File: src/design/sik_pkg.sv
// Shared constants, types and the arctangent table for the SCARA inverse kinematics block.
package sik_pkg;

    localparam int CORDIC_STEPS = 16;
    localparam int CORD_LAT     = CORDIC_STEPS + 1;
    localparam int SQ_IN_W      = 58;
    localparam int SQ_STEPS     = SQ_IN_W / 2;
    localparam int ROOT_W       = SQ_STEPS;
    localparam int IN_W         = 34;
    localparam int CW           = 52;
    localparam int ANG_W        = 34;
    localparam int LEN_W        = 14;
    localparam int PRE_LAT      = 4;
    localparam int SIDE_LEN     = SQ_STEPS + CORD_LAT;
    localparam int LAT          = PRE_LAT + SQ_STEPS + CORD_LAT + 1;

    typedef enum logic [1:0] {
        CFG_UPPER_LINK = 2'd0,
        CFG_LOWER_LINK = 2'd1,
        CFG_COLUMN     = 2'd2
    } cfg_index_t;

    typedef struct packed {
        logic signed [15:0]     x;
        logic signed [15:0]     y;
        logic signed [15:0]     z;
        logic signed [32:0]     num;
        logic signed [IN_W-1:0] c3x;
        logic                   unr;
    } side_t;

    function automatic logic signed [ANG_W-1:0] atan_entry(input int idx);
        logic signed [ANG_W-1:0] v;
        case (idx)
            0:       v = ANG_W'(536870912);
            1:       v = ANG_W'(316933406);
            2:       v = ANG_W'(167458907);
            3:       v = ANG_W'(85004756);
            4:       v = ANG_W'(42667331);
            5:       v = ANG_W'(21354465);
            6:       v = ANG_W'(10679838);
            7:       v = ANG_W'(5340245);
            8:       v = ANG_W'(2670163);
            9:       v = ANG_W'(1335087);
            10:      v = ANG_W'(667544);
            11:      v = ANG_W'(333772);
            12:      v = ANG_W'(166886);
            13:      v = ANG_W'(83443);
            14:      v = ANG_W'(41722);
            15:      v = ANG_W'(20861);
            16:      v = ANG_W'(10430);
            17:      v = ANG_W'(5215);
            18:      v = ANG_W'(2608);
            19:      v = ANG_W'(1304);
            20:      v = ANG_W'(652);
            21:      v = ANG_W'(326);
            22:      v = ANG_W'(163);
            23:      v = ANG_W'(81);
            default: v = '0;
        endcase
        return v;
    endfunction

endpackage

File: src/design/sik_sqrt.sv
// Pipelined restoring integer square root, one result bit per stage.
module sik_sqrt (
    input  logic                          aclk,
    input  logic                          en,
    input  logic [sik_pkg::SQ_IN_W-1:0]   rad,
    output logic [sik_pkg::ROOT_W-1:0]    root
);
    import sik_pkg::*;

    logic [SQ_IN_W-1:0] rem_reg [SQ_STEPS];
    logic [SQ_IN_W-1:0] res_reg [SQ_STEPS];
    logic [SQ_IN_W-1:0] rem_cur [SQ_STEPS];
    logic [SQ_IN_W-1:0] res_cur [SQ_STEPS];
    logic [SQ_IN_W-1:0] rem_next [SQ_STEPS];
    logic [SQ_IN_W-1:0] res_next [SQ_STEPS];

    assign rem_cur[0] = rad;
    assign res_cur[0] = '0;

    genvar i;
    generate
        for (i = 0; i < SQ_STEPS; i++) begin : g_stage
            localparam logic [SQ_IN_W-1:0] BIT_V = SQ_IN_W'(1) << (SQ_IN_W - 2 - 2 * i);
            logic [SQ_IN_W-1:0] trial;
            if (i > 0) begin : g_link
                assign rem_cur[i] = rem_reg[i-1];
                assign res_cur[i] = res_reg[i-1];
            end
            assign trial = res_cur[i] + BIT_V;
            always_comb begin
                if (rem_cur[i] >= trial) begin
                    rem_next[i] = rem_cur[i] - trial;
                    res_next[i] = (res_cur[i] >> 1) + BIT_V;
                end else begin
                    rem_next[i] = rem_cur[i];
                    res_next[i] = res_cur[i] >> 1;
                end
            end
            always_ff @(posedge aclk) begin
                if (en) begin
                    rem_reg[i] <= rem_next[i];
                    res_reg[i] <= res_next[i];
                end
            end
        end
    endgenerate

    assign root = res_reg[SQ_STEPS-1][ROOT_W-1:0];

endmodule

File: config.mk
export PLATFORM = sky130hd
export DESIGN_NAME = sik_sqrt
export DESIGN_NICKNAME = d
export VERILOG_FILES = /design/src/design/sik_pkg.sv /design/src/design/sik_sqrt.sv
export SDC_FILE = /design/constraint.sdc
export NUM_CORES = 2
export LEC_CHECK = 0
export BUFFER_PORTS_ARGS = -buffer_cell sky130_fd_sc_hd__buf_2
export CAP_MARGIN = 20
export CORE_AREA = 2 2 503 505
export CTS_CLUSTER_DIAMETER = 40
export DETAILED_ROUTE_END_ITERATION = 16
export DIE_AREA = 0 0 505 507
export PLACE_DENSITY = 0.58
export SKIP_CTS_REPAIR_TIMING = 1
export SYNTH_ARGS = -nofsm -noshare
export SYNTH_HDL_FRONTEND = slang
export SYNTH_SLANG_ARGS = --single-unit
File: constraint.sdc
create_clock -name aclk -period 4.1 [get_ports aclk]
set_input_delay 0.205 -clock aclk [delete_from_list [all_inputs] [get_ports aclk]]
set_output_delay 0.205 -clock aclk [all_outputs]
set_load 0.01 [all_outputs]
# After elaboration in Yosys (flattened, before gate mapping)
# Memories as Yosys holds them, arrays and structs flattened.
# Cells that the tools add are included.
# word_totals
register_bits,0
ram_bits,3364
in_bits,60
out_inout_bits,29
elab_cells,176
memories,2
# op_classes
addsub,85
n_lt_le_gt_ge,29
n_mux,60
# memory_table
name,words,width,read_ports,rd_ports_with_merged_regs,write_ports,line,rtl
rem_reg,29,58,28,0,29,sik_sqrt.sv:10,logic [SQ_IN_W-1:0] rem_reg [SQ_STEPS];
res_reg,29,58,29,0,29,sik_sqrt.sv:11,logic [SQ_IN_W-1:0] res_reg [SQ_STEPS];
# ops
operator,count
58-bit 2-to-1 mux,57
58-bit >= comparator,28
58-bit subtractor,28
57-bit by 1-bit adder with 58-bit output (second input constant),1
57-bit by 11-bit adder with 58-bit output (second input constant),1
57-bit by 13-bit adder with 58-bit output (second input constant),1
57-bit by 15-bit adder with 58-bit output (second input constant),1
57-bit by 17-bit adder with 58-bit output (second input constant),1
57-bit by 19-bit adder with 58-bit output (second input constant),1
57-bit by 21-bit adder with 58-bit output (second input constant),1
57-bit by 23-bit adder with 58-bit output (second input constant),1
57-bit by 25-bit adder with 58-bit output (second input constant),1
57-bit by 27-bit adder with 58-bit output (second input constant),1
57-bit by 29-bit adder with 58-bit output (second input constant),1
57-bit by 3-bit adder with 58-bit output (second input constant),1
57-bit by 31-bit adder with 58-bit output (second input constant),1
57-bit by 33-bit adder with 58-bit output (second input constant),1
57-bit by 35-bit adder with 58-bit output (second input constant),1
57-bit by 37-bit adder with 58-bit output (second input constant),1
57-bit by 39-bit adder with 58-bit output (second input constant),1
57-bit by 41-bit adder with 58-bit output (second input constant),1
57-bit by 43-bit adder with 58-bit output (second input constant),1
57-bit by 45-bit adder with 58-bit output (second input constant),1
57-bit by 47-bit adder with 58-bit output (second input constant),1
other kinds (39),40

# Logic depth before layout (Yosys ltp)
# An unclocked memory read counts as a cell.
# depth
depth_word,4
mapped_depth,14
depth_no_buf,11

# Worst setup path after synthesis
# No wires, ideal clock.
# synth_path
path_type,register to register
from,"memory rem_reg[24][32], in the netlist rem_reg[1][496]"
to,"memory rem_reg[25][46], in the netlist rem_reg[1][568], data pin"
setup_ps,258
t_arrival_ps,3093
t_required_ps,3842
slack_ps,749
path_stages_with_launch,11
path_buffers,1
synth_period_minus_slack_ps,3351
cell_sequence,edfxtp_1 ha_1 buf_2 or4b_2 or3_1 or4_1 nand4b_1 and2_1 nand3b_1 or3_1 xnor2_1
# synth_rtl
item,line
"start, declared",sik_sqrt.sv:10

==> metrics.md <==
| Metric | Value |
|---|---|
| FP Rows | between 150 and 200 |
| Synth Register Bits | approximately 2100 |
| Layout Nets | around 9100 |
| Sw Share | 0.2874 |
| Ys Warns | 0 |
| Pleak | 44.30 nW |
| Met3 usage | 0.03350 |
| Hold Path End | rem_reg[0][56]$_DFFE_PP_ |
| Via count | 66000 |
| GRT overflow | 0 |
| Worst EP arrival | 4.39 ns |
| H-tree depth | 5 |
| Count leader, synth | edfxtp_1 |
| Post-route clock period utilization | 0.9099 |
| Global-route wire length before repair | 384700 µm |
| Slew @ Worst Pin | between 1 and 1.5 ns |
| Final Slew Violations | 0 |
| DR vias/cell | between 5 and 6 |
| Post-synth top flop | edfxtp_1 |
| CP endpoint kind | register |
| Setup Total Neg Slack | 0 ns |
| Critical path class | reg2reg |
| Clock Skews | just under 0.1 ns |
| Clock tree sinks | 2059 |
| Vias in the first global route | 63930 |
| HPWL after DPL | 192200 µm |
| Synth unique cells | just over 100 |
| Met1 usage | 0.2652 |
| Fmax achieved | ~270 MHz |
| Hold Startpoint | rad[56] |
| Placed cells | 11450 |
| Clock power share | 0.403 |
| Hold depth | 3 |
| Final setup viols | 0 |
| I/O Buffers | 88 |
| VDD IR max | approximately 0.42 mV |
| Initial core utilization | 0.3988 |
| Number of max-cap violations | 0 |
| Largest cells by area after synthesis | edfxtp_1 62%, ha_1 5.8%, xnor2_1 3.2%, xor2_1 3.0%, a21oi_1 2.6% |
| # IOs | 89 |
| Detail Route Antenna Nets | 0 |
| Die X | roughly 500 µm |
| Logic pwr share | 0.183 |
| Final Non-Filler Cells | approximately 12000 |
| Post-Syn Instances | 8017 |
| Clk slew on worst S/H paths | approximately 0.060 ns |
| FF-to-FF End | rem_reg[1][568]$_DFFE_PP_ |
| Max_slew headroom | 0.3142 |
| Critical R2R Launch | rem_reg[1][473]$_DFFE_PP_ |
| Routed WL per cell | 21.10 µm |
| Total die area | about 0.26 mm² |
| Met2 usage | 0.3209 |
| Die height | slightly above 500 µm |
| Final worst path period need | roughly 3.7 ns |
| Clock root cell | clkbuf_16 |
| Clk buf depth | 4 |
| NetSw | around 20 mW |
| GP Congestion | 0.9016 |
| Status | finished, final reports clean |
| Area added between synthesis and finish | 17.97% |
| Worst Path Required | 4.75 ns |
| CTS Buf Count | between 300 and 400 |
| Post-synthesis sequential area ratio | 0.6190 |
| Largest net degree at the start of global routing | between 150 and 200 |
| Gr usage total | 0.1943 |
| Pre-Repair DR Iteration Count | 5 |
| Min-Delay Path Class | in2reg |
| Cell taking the most area after synthesis | edfxtp_1 |
| Share of cells above drive strength 1 | 0.1088 |
| Initial DRC count | slightly above 6000 |
| Maximum fanout along the worst path | 5 |
| Routed WL | 256900 µm |
| Async S/R FF share, synth | 0 |
| Max reg flops | around 1600 |
| Worst-skew pair later-pin latency | 0.99 ns |
| R2r setup slk | around 0.37 ns |
| Unrepaired setup endpoints after global routing | false |
| Post-synth top cells | 2059 x edfxtp_1, 584 x nor2_1, 556 x inv_1 |
| CTS tree | done |
| DRC errors left | 0 |
| Startpoint Class | register |
| Internal Pwr Total | 49.94 mW |
| Mapped Nets | between 8000 and 9000 |
| Sequential share of power | 0.414 |
| Final hold vios | 0 |
| R2R depth | 9 |
| Pwr/cell area | just under 600 mW/mm² |
| Yosys top cell area share | 0.6190 |
| Core area | roughly 0.25 mm² |
| Initial antenna violation count | 12 |
| Pre-CTS WS | ~0.40 ns |
| Avg Inst Size Synth | approximately 12 µm² |
| Post-synth EDFFs | 2059 |
| Top Usage Layer GRT | met2 |
| Post-synthesis cell area | 0.09989 mm² |
| Final WS setup | about 0.37 ns |
-- area by class of cell --
| type | count | area [µm²] |
|---|---|---|
| clock buffers | 378 | 8778 |
| multi-input cells | 5230 | 35300 |
| well taps | 3348 | 4189 |
| fillers | 22260 | 132600 |
| inverters | 564 | 2118 |
| repair buffers | 363 | 3033 |
| clock inverters | 227 | 2586 |
| diodes | 4 | 10.01 |
| flip-flops and latches | 2059 | 61830 |
-- worst max path at each step --
stage                                    from                         to  slack, ns  cells after the start
global placement    rem_reg[1][473]$_DFFE_PP_  rem_reg[1][576]$_DFFE_PP_       0.40                     10
floorplan           rem_reg[1][496]$_DFFE_PP_  rem_reg[1][568]$_DFFE_PP_       0.75                     10
detailed placement   res_reg[1][24]$_DFFE_PP_   rem_reg[1][99]$_DFFE_PP_       0.40                     10
global route         res_reg[1][24]$_DFFE_PP_   rem_reg[1][99]$_DFFE_PP_       0.14                     10
CTS                 rem_reg[1][473]$_DFFE_PP_  rem_reg[1][568]$_DFFE_PP_       0.39                      9
finish              rem_reg[1][473]$_DFFE_PP_  rem_reg[1][568]$_DFFE_PP_       0.37                      9
-- worst max-delay path, stage by stage (launching register included) --
cell and delay, ns:
edfxtp_1 0.40, ha_1 0.39, or4bb_1 0.52, or4_1 0.67
or4_1 0.46, nand4b_1 0.17, and2_1 0.18, nand3b_1 0.16
or3_1 0.37, xnor2_1 0.14
-- cells in the final DEF, fill, tap and decap left out, types with 57 or more instances in the layout --
cell type / synthesis / routed
or3_1: 86 / 86
a21o_1: 161 / 161
nor3_1: 235 / 235
or4_1: 62 / 62
o21ai_0: 321 / 321
dlygate4sd3_1: 0 / 117
buf_4: 1 / 137
nand4_1: 114 / 114
ha_1: 460 / 460
xnor2_1: 370 / 370
a211oi_1: 57 / 57
mux2_2: 73 / 73
inv_1: 556 / 556
nand2b_1: 78 / 78
nand2_1: 503 / 503
nor4_1: 262 / 262
clkbuf_16: 0 / 346
xor2_1: 340 / 340
o21a_1: 86 / 86
nand3_1: 150 / 150
a31oi_1: 57 / 57
a21oi_1: 518 / 518
buf_2: 19 / 88
edfxtp_1: 2059 / 2059
nor2_1: 584 / 583
-- power groups by stage --
stage               logic, mW  clock network [mW]  registers, mW
global route             14.2                29.8           29.3
global placement         12.5                   0           29.4
detailed placement       12.5                   0           29.4
finish                   12.9                28.2           29.0
floorplan                9.18                   0           28.1
CTS                      12.6                28.8           29.0
-- kinds of logic (layout without fill, tap and decap cells) --
logic type / count (synthesis) / count (layout) / synth area share
AOI/OAI and AO/OA: 1530 / 1530 / 0.09606
xor gates and xnor gates: 710 / 710 / 0.06225
adders and majority gates: 460 / 460 / 0.05762
buffers and inverters: 728 / 1532 / 0.02811
DFF: 2059 / 2059 / 0.6190
muxes: 79 / 79 / 0.008856
other: 0 / 4 / 0
and+or+nand+nor: 2451 / 2451 / 0.1281
-- per-layer routing --
metal,wire [µm],share of wire,vias to the layer above
met5,0,0,-
met3,14340,0.056,376
met1,114500,0.45,32400
met4,5261,0.020,0
li1,-,-,31370
met2,122800,0.48,1858
-- per-stage QoR --
stage / power [mW] / area (µm²) / util / hold slack, ns
after floorplan: 37.32 / 99890 / - / 0.3039
after global placement: 41.87 / 105300 / 0.4203 / 0.3815
after detailed placement: 41.97 / 105300 / 0.4203 / 0.3831
after CTS: 70.50 / 116700 / 0.4657 / -0.6871
after global routing: 73.29 / 117800 / 0.4704 / 0.03059
final: 70.08 / 117800 / 0.4705 / 0.05389
Note: power is estimated with default switching activity, not from simulation.
